<file path="config.mk">
export PLATFORM = sky130hd
export DESIGN_NAME = ipat_ram
export DESIGN_NICKNAME = d
export VERILOG_FILES = /design/src/hw/rtl/ipat_ram.sv
export SDC_FILE = /design/constraint.sdc
export NUM_CORES = 1
export LEC_CHECK = 0
export BUFFER_PORTS_ARGS = -buffer_cell sky130_fd_sc_hd__buf_2
export CORE_UTILIZATION = 40
export CTS_BUF_LIST = sky130_fd_sc_hd__clkbuf_2 sky130_fd_sc_hd__clkbuf_4 sky130_fd_sc_hd__clkbuf_8
export CTS_CLUSTER_SIZE = 28
export DETAILED_ROUTE_END_ITERATION = 6
export PLACE_DENSITY = 0.55
export SLEW_MARGIN = 5
export SYNTH_ARGS = -nofsm -noshare
export SYNTH_HDL_FRONTEND = slang
export SYNTH_SLANG_ARGS = --single-unit
</file>
<file path="constraint.sdc">
create_clock -name clock -period 2.8 [get_ports clock]
set_input_delay 0.14 -clock clock [delete_from_list [all_inputs] [get_ports clock]]
set_output_delay 0.14 -clock clock [all_outputs]
set_load 0.1 [all_outputs]
</file>
<file path="src/hw/rtl/ipat_ram.sv">
// ----------------------------------------------------------------------------
// ipat_ram: generic single write port RAM with registered read
// One write and one read per cycle; read data follows in the next cycle.
// ----------------------------------------------------------------------------
`timescale 1ns / 1ps
`default_nettype none

module ipat_ram #(
   parameter int DATA_WIDTH = 8,
   parameter int DEPTH      = 32,
   parameter int ADDR_WIDTH = (DEPTH > 1) ? $clog2(DEPTH) : 1
) (
   input  wire logic                  clock,
   input  wire logic                  wr_en,
   input  wire logic [ADDR_WIDTH-1:0] wr_addr,
   input  wire logic [DATA_WIDTH-1:0] wr_data,
   input  wire logic [ADDR_WIDTH-1:0] rd_addr,
   output      logic [DATA_WIDTH-1:0] rd_data
);

   logic [DATA_WIDTH-1:0] mem_ff [DEPTH];
   logic [DATA_WIDTH-1:0] rd_data_ff;

   always_ff @(posedge clock) begin
      if (wr_en) begin
         mem_ff[wr_addr] <= wr_data;
      end
      rd_data_ff <= mem_ff[rd_addr];
   end

   assign rd_data = rd_data_ff;

endmodule

`default_nettype wire

</file>
# ---- Word-level counts from Yosys, hierarchy flattened
# Memory sizes are Yosys's and may differ from the RTL's. A register that Yosys moved wholly into a read port is not among the register bits.
# Cells that the tools add are included.
dict set report op_classes {
  shifts 0
  addsub 0
  eq_ne 0
  n_mul 0
  bitwise_logic 0
  reduce_logical 0
  magnitude_cmp 0
  n_mux 2
  div 0
}
# op n
set ops {}
lappend ops {{$mux 1} 2}
dict set report totals {
  input_bits 20
  ram_bits 256
  register_bits 0
  latch_bits 0
  memories 1
  output_inout_bits 8
  romBits 0
  wordCells 3
}
# memory words width read_ports rd_ports_with_merged_regs wr line
set mem_list {}
lappend mem_list {mem_ff 32 8 1 1 1 21} ;# logic [DATA_WIDTH-1:0] mem_ff [DEPTH];

# ---- Longest topological paths before layout
# Gate-level depths: netlist of run 1.
dict set report logic_depth {
  depth_word 2
  ltp_mapped 5
  ltp_nobuf 3
}

# ---- Worst setup path after synthesis of run 1
# No wires, ideal clock.
dict set report synth_path {
  path_kind {input port to flip-flop}
  from {input rd_addr[2]}
  to {register rd_data_ff[0], in the netlist rd_data[0] (read register of mem_ff)}
  stages 5
  t_required_ns 2.679
  path_buffers 2
  setup_ns 0.121
  slack_ns 0.858
  arrival_ns 1.822
  path_cell_list {clkbuf_1 -> clkbuf_1 -> mux4_2 -> mux4_2 -> mux2_2}
}
# item line
set synth_lines {}
lappend synth_lines {{start: declaration} 17} ;# input wire logic [ADDR_WIDTH-1:0] rd_addr,
lappend synth_lines {{end: declaration} 22} ;# logic [DATA_WIDTH-1:0] rd_data_ff;

==> results.cfg, run 1 <==
[run_status]
status = complete, no violations

[drt]
drt_wl_total_microns = 21100
drc = 0
postRouteAntennaNets = 0
first_iter_violations = 305
vias = 4504
drt_pass1_iterations = 4
wl_per_cell_microns = 25.1
routed_via_density = 5.36

[clock_network]
cts_tree = yes
cts_resized = 0
clk_path_buf_depth = 3
root_buffer = clkbuf_8
cts_setup_buffers = 0
numCtsBuffers = 41
cts.htree.levels = 2
cts_hold_buf = 0
cts.sinks = 264
cts.reportedPaths.clkPinSlew_ps = 60
worstSkewPairLatency_ps = 530

[place]
dp_cells = 766
gp_congestion = 0.701
place_hpwl_microns = 12800
dp_slack_ps = 556
port_buffers = 27
place_area_sq_um = 10700

[die]
core_area_sq_um = 24500
dieArea_sq_um = 25800
rows = 57
dieHeight_microns = 161
start_util = 0.411
die_x_microns = 161
ios = 28

[timing]
setup_violations = 0
finalHoldViolCount = 0
drv_slew = 0
max_freq_mhz = 557
tightest_slew_ps = 874
period_needed_ps = 1790
setup_ws_ps = 1010
tns_ps = 0
whs_ps = 32.1
rsz0062_at_grt = false
period_share = 0.641
maxSlewHeadroom = 0.415
finClkSkew_ps = 19.4

[logic_synthesis]
syn_inst = 417
yosysSeqAreaShare = 0.781
syn_nets = 437
ys_ff_latch = 264
synth.avg_cell_area_sq_um = 24.1
ys_types = 15
synth_area_sq_um = 10100
ys.warnings.count = 0

[grt]
grt_max_degree = 65
grt_pass1_vias = 4701
antenna_found_initial = 0
grt_overflow = 0
grt_util_all_layers = 0.171
grt_pass1_wl_microns = 31300

[setup_path]
r2r-start = mem_ff[12][4]
cp.required_ps = 3220
crit_path_end_kind = flip-flop
setup.worst_path.start_class = flip-flop
critical_path_class = flip-flop to flip-flop
worstPathMaxFanout = 1
crit_arrival_ps = 2220
crit_path_start = mem_ff[12][4]

[power_and_ir_drop]
internal_power_w = 0.00637
p_sw_w = 0.00181
power-per-cell-area_nw_per_um2 = 711
irDropWorstVdd_mv = 0.386
clkPwrFrac = 0.395
pwr-share-comb = 0.065
p_leak_nw = 3.63
seq_power_share = 0.541
swShare = 0.221

[job]
cap_violations = 0

[finish]
design_area_sq_um = 11500
nNetsFinal = 505
drive_gt1_frac = 0.400
areaGrowthSynthToFinish_pct = 14.4
n_fill_cell = 2019
instances_no_fill = 841
diodes = 0
multi_input_area_sq_um = 2100
seqCellArea_sq_um = 7850

[hold_path]
min_from = rd_addr[3]
hold_path_class = primary input to flip-flop
cells in the mapped netlist (all sizes together):
master,instances,share of area
nor2,33,0.012
dfxtp,8,0.016
or3,1,0.00062
nand3b,5,0.0037
nand2,1,0.00037
or3b,3,0.0026
nand3,2,0.0010
mux2,8,0.0090
edfxtp,256,0.76
mux4,80,0.18
clkbuf,6,0.0022
buf,14,0.0083
layout make-up:
| type | instances | share of cell area |
|---|---|---|
| Clock inverter | 14 | 0.00838 |
| Tap cell | 324 | 0.0353 |
| Timing Repair Buffer | 45 | 0.0270 |
| Multi-Input combinational cell | 133 | 0.183 |
| Clock buffer | 61 | 0.0643 |
| Sequential cell | 264 | 0.682 |
layer usage:
metal | wire [microns] | vias to the layer above | share of wire | track usage
li1 | - | 1921 | - | -
met1 | 9320 | 2402 | 0.44 | 0.259
met2 | 9510 | 150 | 0.45 | 0.253
met3 | 1900 | 31 | 0.090 | 0.0331
met4 | 344 | 0 | 0.016 | 0.0463
met5 | 0 | - | 0 | 0
power groups by stage:
stage	clock network, W	logic [W]	registers, W
floorplan	0	0.000234	0.00461
global placement	0	0.000530	0.00451
detailed placement	0	0.000538	0.00451
CTS	0.00331	0.000539	0.00442
global route	0.00347	0.000559	0.00442
finish	0.00323	0.000528	0.00442
cells in the final DEF, fill, tap and decap left out:
master,instances
clkinv_1,4
mux2_2,8
buf_4,16
clkbuf_8,45
nand3_1,2
clkinv_2,7
inv_6,1
nand3b_1,5
dfxtp_1,8
bufinv_16,1
edfxtp_1,256
clkinvlp_4,1
nor2_1,33
or3_1,1
buf_2,26
mux4_2,80
or3b_2,3
clkbuf_4,16
buf_12,3
nand2_1,1
logic make-up (layout without fill, tap and decap cells):
family / after synthesis / after routing / synth area share
buf+inv: 20 / 120 / 0.0106
mux: 88 / 88 / 0.188
simple gates: 45 / 45 / 0.0207
flops: 264 / 264 / 0.781
critical path, cell delays in order (launching register included):
cell and delay, ps:
edfxtp_1 350, mux4_2 520, mux4_2 530, mux2_2 290
metrics by stage:
| stage | total power (W) | util |
|---|---|---|
| 6_report | 0.00818 | 0.470 |
| 5_1_grt | 0.00845 | 0.470 |
| 4_1_cts | 0.00827 | 0.470 |
| 3_5_place_dp | 0.00505 | 0.436 |
| 3_3_place_gp | 0.00504 | 0.436 |
| 2_1_floorplan | 0.00484 | - |
path summary, 6_finish.rpt:
check	cells after the start	slack [ps]	endpoint
min	2	30	rd_data[2]
max	3	1010	rd_data[4]
max reg2reg	3	1010	rd_data[4]
min reg2reg	3	910	rd_data[5]
sequential cells by signal, indices dropped and copies added, names as in the netlist:
signal and count:
mem_ff 256, rd_data 8
Power figures use the tool's default switching activity.
==> run 2: changes to the inputs <==
ABC_AREA = 1   (was not set)
clock period = 1.7 ns   (was 2.8 ns; I/O delays follow)
==> run 2 against run 1 <==
Against the previous run:
- utilization about the same
- power increased by 68%
- global-route usage increased by 3.1 points
- critical endpoint is now rd_data[7]
- largest power group unchanged
==> results.cfg, run 2 <==
[run_status]
status = complete, no violations

[timing]
period_share = 0.898
drv_slew = 0
period_needed_ps = 1530
finClkSkew_ps = 13.5
maxSlewHeadroom = 0.509
tightest_slew_ps = 737
setup_violations = 0
whs_ps = 27.5
finalHoldViolCount = 0
rsz0062_at_grt = false
tns_ps = 0
max_freq_mhz = 655

[die]
dieArea_sq_um = 27600
ios = 28
start_util = 0.410
rows = 59
die_x_microns = 166
dieHeight_microns = 166
core_area_sq_um = 26300

[clock_network]
cts.reportedPaths.clkPinSlew_ps = 60
clk_path_buf_depth = 3
numCtsBuffers = 45
cts_resized = 0
cts.sinks = 264
cts_tree = yes
worstSkewPairLatency_ps = 530
root_buffer = clkbuf_8
cts.htree.levels = 2

[logic_synthesis]
ys_top_cells_by_area = edfxtp_1 (71%), nand2_1 (13%), nand3_1 (9.5%)
synth_top_area_cell = edfxtp_1
synth_adder_area_share = 0
synth_top_family_by_area = simple AND/OR/NAND/NOR gates
synth_edf_count = 256
syn_nets = 942
synth.avg_cell_area_sq_um = 11.7
synth_xor_xnor_area_share = 0
synth_area_sq_um = 10800
synth-simple-area-share = 0.231
yosysSeqAreaShare = 0.728
synth_top_area_share = 0.713
syn_inst = 922
synth_ff_type = edfxtp_1
synthTopCellsByCount = nand2_1 (360), edfxtp_1 (256), nand3_1 (204), nor2_1 (32), buf_6 (24)
ys_types = 12
synth-compound-area-share = 0
ys.warnings.count = 0
synthMuxAreaShare = 0
yosys.cell_count.top_type = nand2_1
async_flop_share = 0
ys_ff_latch = 264

[finish]
largest_register_ffs = 256
nNetsFinal = 1022
n_fill_cell = 2455
regMostFlops = mem_ff
fin_util = 0.470
drive_gt1_frac = 0.146
seqCellArea_sq_um = 7850
multi_input_area_sq_um = 2490
diodes = 0
final_cell_mix = nand2_1 (360), edfxtp_1 (256), nand3_1 (204)
final_common_cell = nand2_1
areaGrowthSynthToFinish_pct = 14.5

[place]
gp_congestion = 0.767
place_hpwl_microns = 16300
port_buffers = 27

[job]
cap_violations = 0

[setup_path]
path_buf_inv = 1
r2r_cells = 8
critPathTopFamily = buffers and inverters
slowest_delay_ps = 470
crit_path_end_kind = primary output
setup.worst_path.start_class = flip-flop
path_depth = 1
critical_path_class = flip-flop to primary output
crit_arrival_ps = 1440
worstReg2RegEnd = rd_data[6]
critPathSlowestCell = buf_2
worstPathMaxFanout = 1
r2r-start = mem_ff[25][6]
rrSetupSlack_ps = 500
cp.required_ps = 1620
crit_chain = buf_2

[drt]
route.met2.wl_microns = 12400
highest_layer = met4
postRouteAntennaNets = 0
drt_wl_total_microns = 27200
routed_via_density = 5.15
drc = 0
wl_met1_microns = 12600
vias = 7052
first_iter_violations = 459
met3WireLength_microns = 1440
drt_pass1_iterations = 5
wl_per_cell_microns = 19.8

[power_and_ir_drop]
internal_power_w = 0.0104
clkPwrFrac = 0.391
seq_power_share = 0.530
swShare = 0.240
irDropWorstVdd_mv = 0.672
p_leak_nw = 4.67
pwr-share-comb = 0.078
power-per-cell-area_nw_per_um2 = 1110
p_sw_w = 0.00329

[grt]
grt_pass1_wl_microns = 42000
grt_pass1_vias = 6959
antenna_found_initial = 0
grt_overflow = 0
grt_max_degree = 65
grt_util_all_layers = 0.202

[hold_path]
hold_path_class = primary input to flip-flop
hold_end = mem_ff[9][6]
min_from = wr_data[6]
hold_depth = 1
[run 2: final cells by class]
| class | instances | area share |
|---|---|---|
| Inverter | 10 | 0.00324 |
| Clock inverter | 21 | 0.00932 |
| Multi-Input combinational cell | 596 | 0.202 |
| Clock buffer | 59 | 0.0587 |
| Tap cell | 335 | 0.0339 |
| Timing Repair Buffer | 85 | 0.0577 |
| Sequential cell | 264 | 0.635 |
[run 2: cells by family after synthesis]
kind of cell,Yosys count
and+or+nand+nor,596
DFF,264
buffers and inverters,62
[run 2: what timing repair did]
action                                 in CTS  in global routing
endpoints found under the hold margin       8                  0
setup buffers                               0                  0
hold buffers                                1                  0
[run 2: power by group through the flow]
stage	sequential, W	clock [W]	combinational, W
global route	0.00728	0.00575	0.00118
detailed placement	0.00741	0	0.00108
finish	0.00728	0.00537	0.00107
global placement	0.00741	0	0.00108
floorplan	0.00756	0	0.000521
CTS	0.00728	0.00547	0.00109
[run 2: how the worst max path moves through the flow]
stage / from / to / slack, ps
2_1_floorplan: wr_addr[0] / mem_ff[0][0] / 580
3_3_place_gp: rd_addr[0] / rd_data[1] / 190
3_5_place_dp: rd_addr[0] / rd_data[1] / 160
4_1_cts: rd_data[7] / rd_data[7] / 130
5_1_grt: rd_data[7] / rd_data[7] / 120
6_report: rd_data[7] / rd_data[7] / 170
[run 2: metal layers]
metal / up-vias / track usage
met4: 0 / 0.0717
met3: 56 / 0.0305
li1: 3371 / -
met2: 219 / 0.314
met5: - / 0
met1: 3406 / 0.289
[run 2: stage by stage]
stage,instance area [sq um],setup WS [ps],instances,power (W)
final,12400,173,1370,0.0137
after detailed placement,11500,156,1289,0.00850
after floorplan,10800,581,922,0.00808
after global routing,12400,120,1370,0.0142
after CTS,12400,129,1370,0.0138
after global placement,11500,192,1289,0.00849
[run 2: worst reg2reg max path: stages (launching register included)]
cell      delay, ps
edfxtp_1        370
nand2_1          70
nand3_1         110
nand3_1         140
nand2_1          60
nand2_1          90
nand2_1         100
nand2_1          90
nand2_1          60
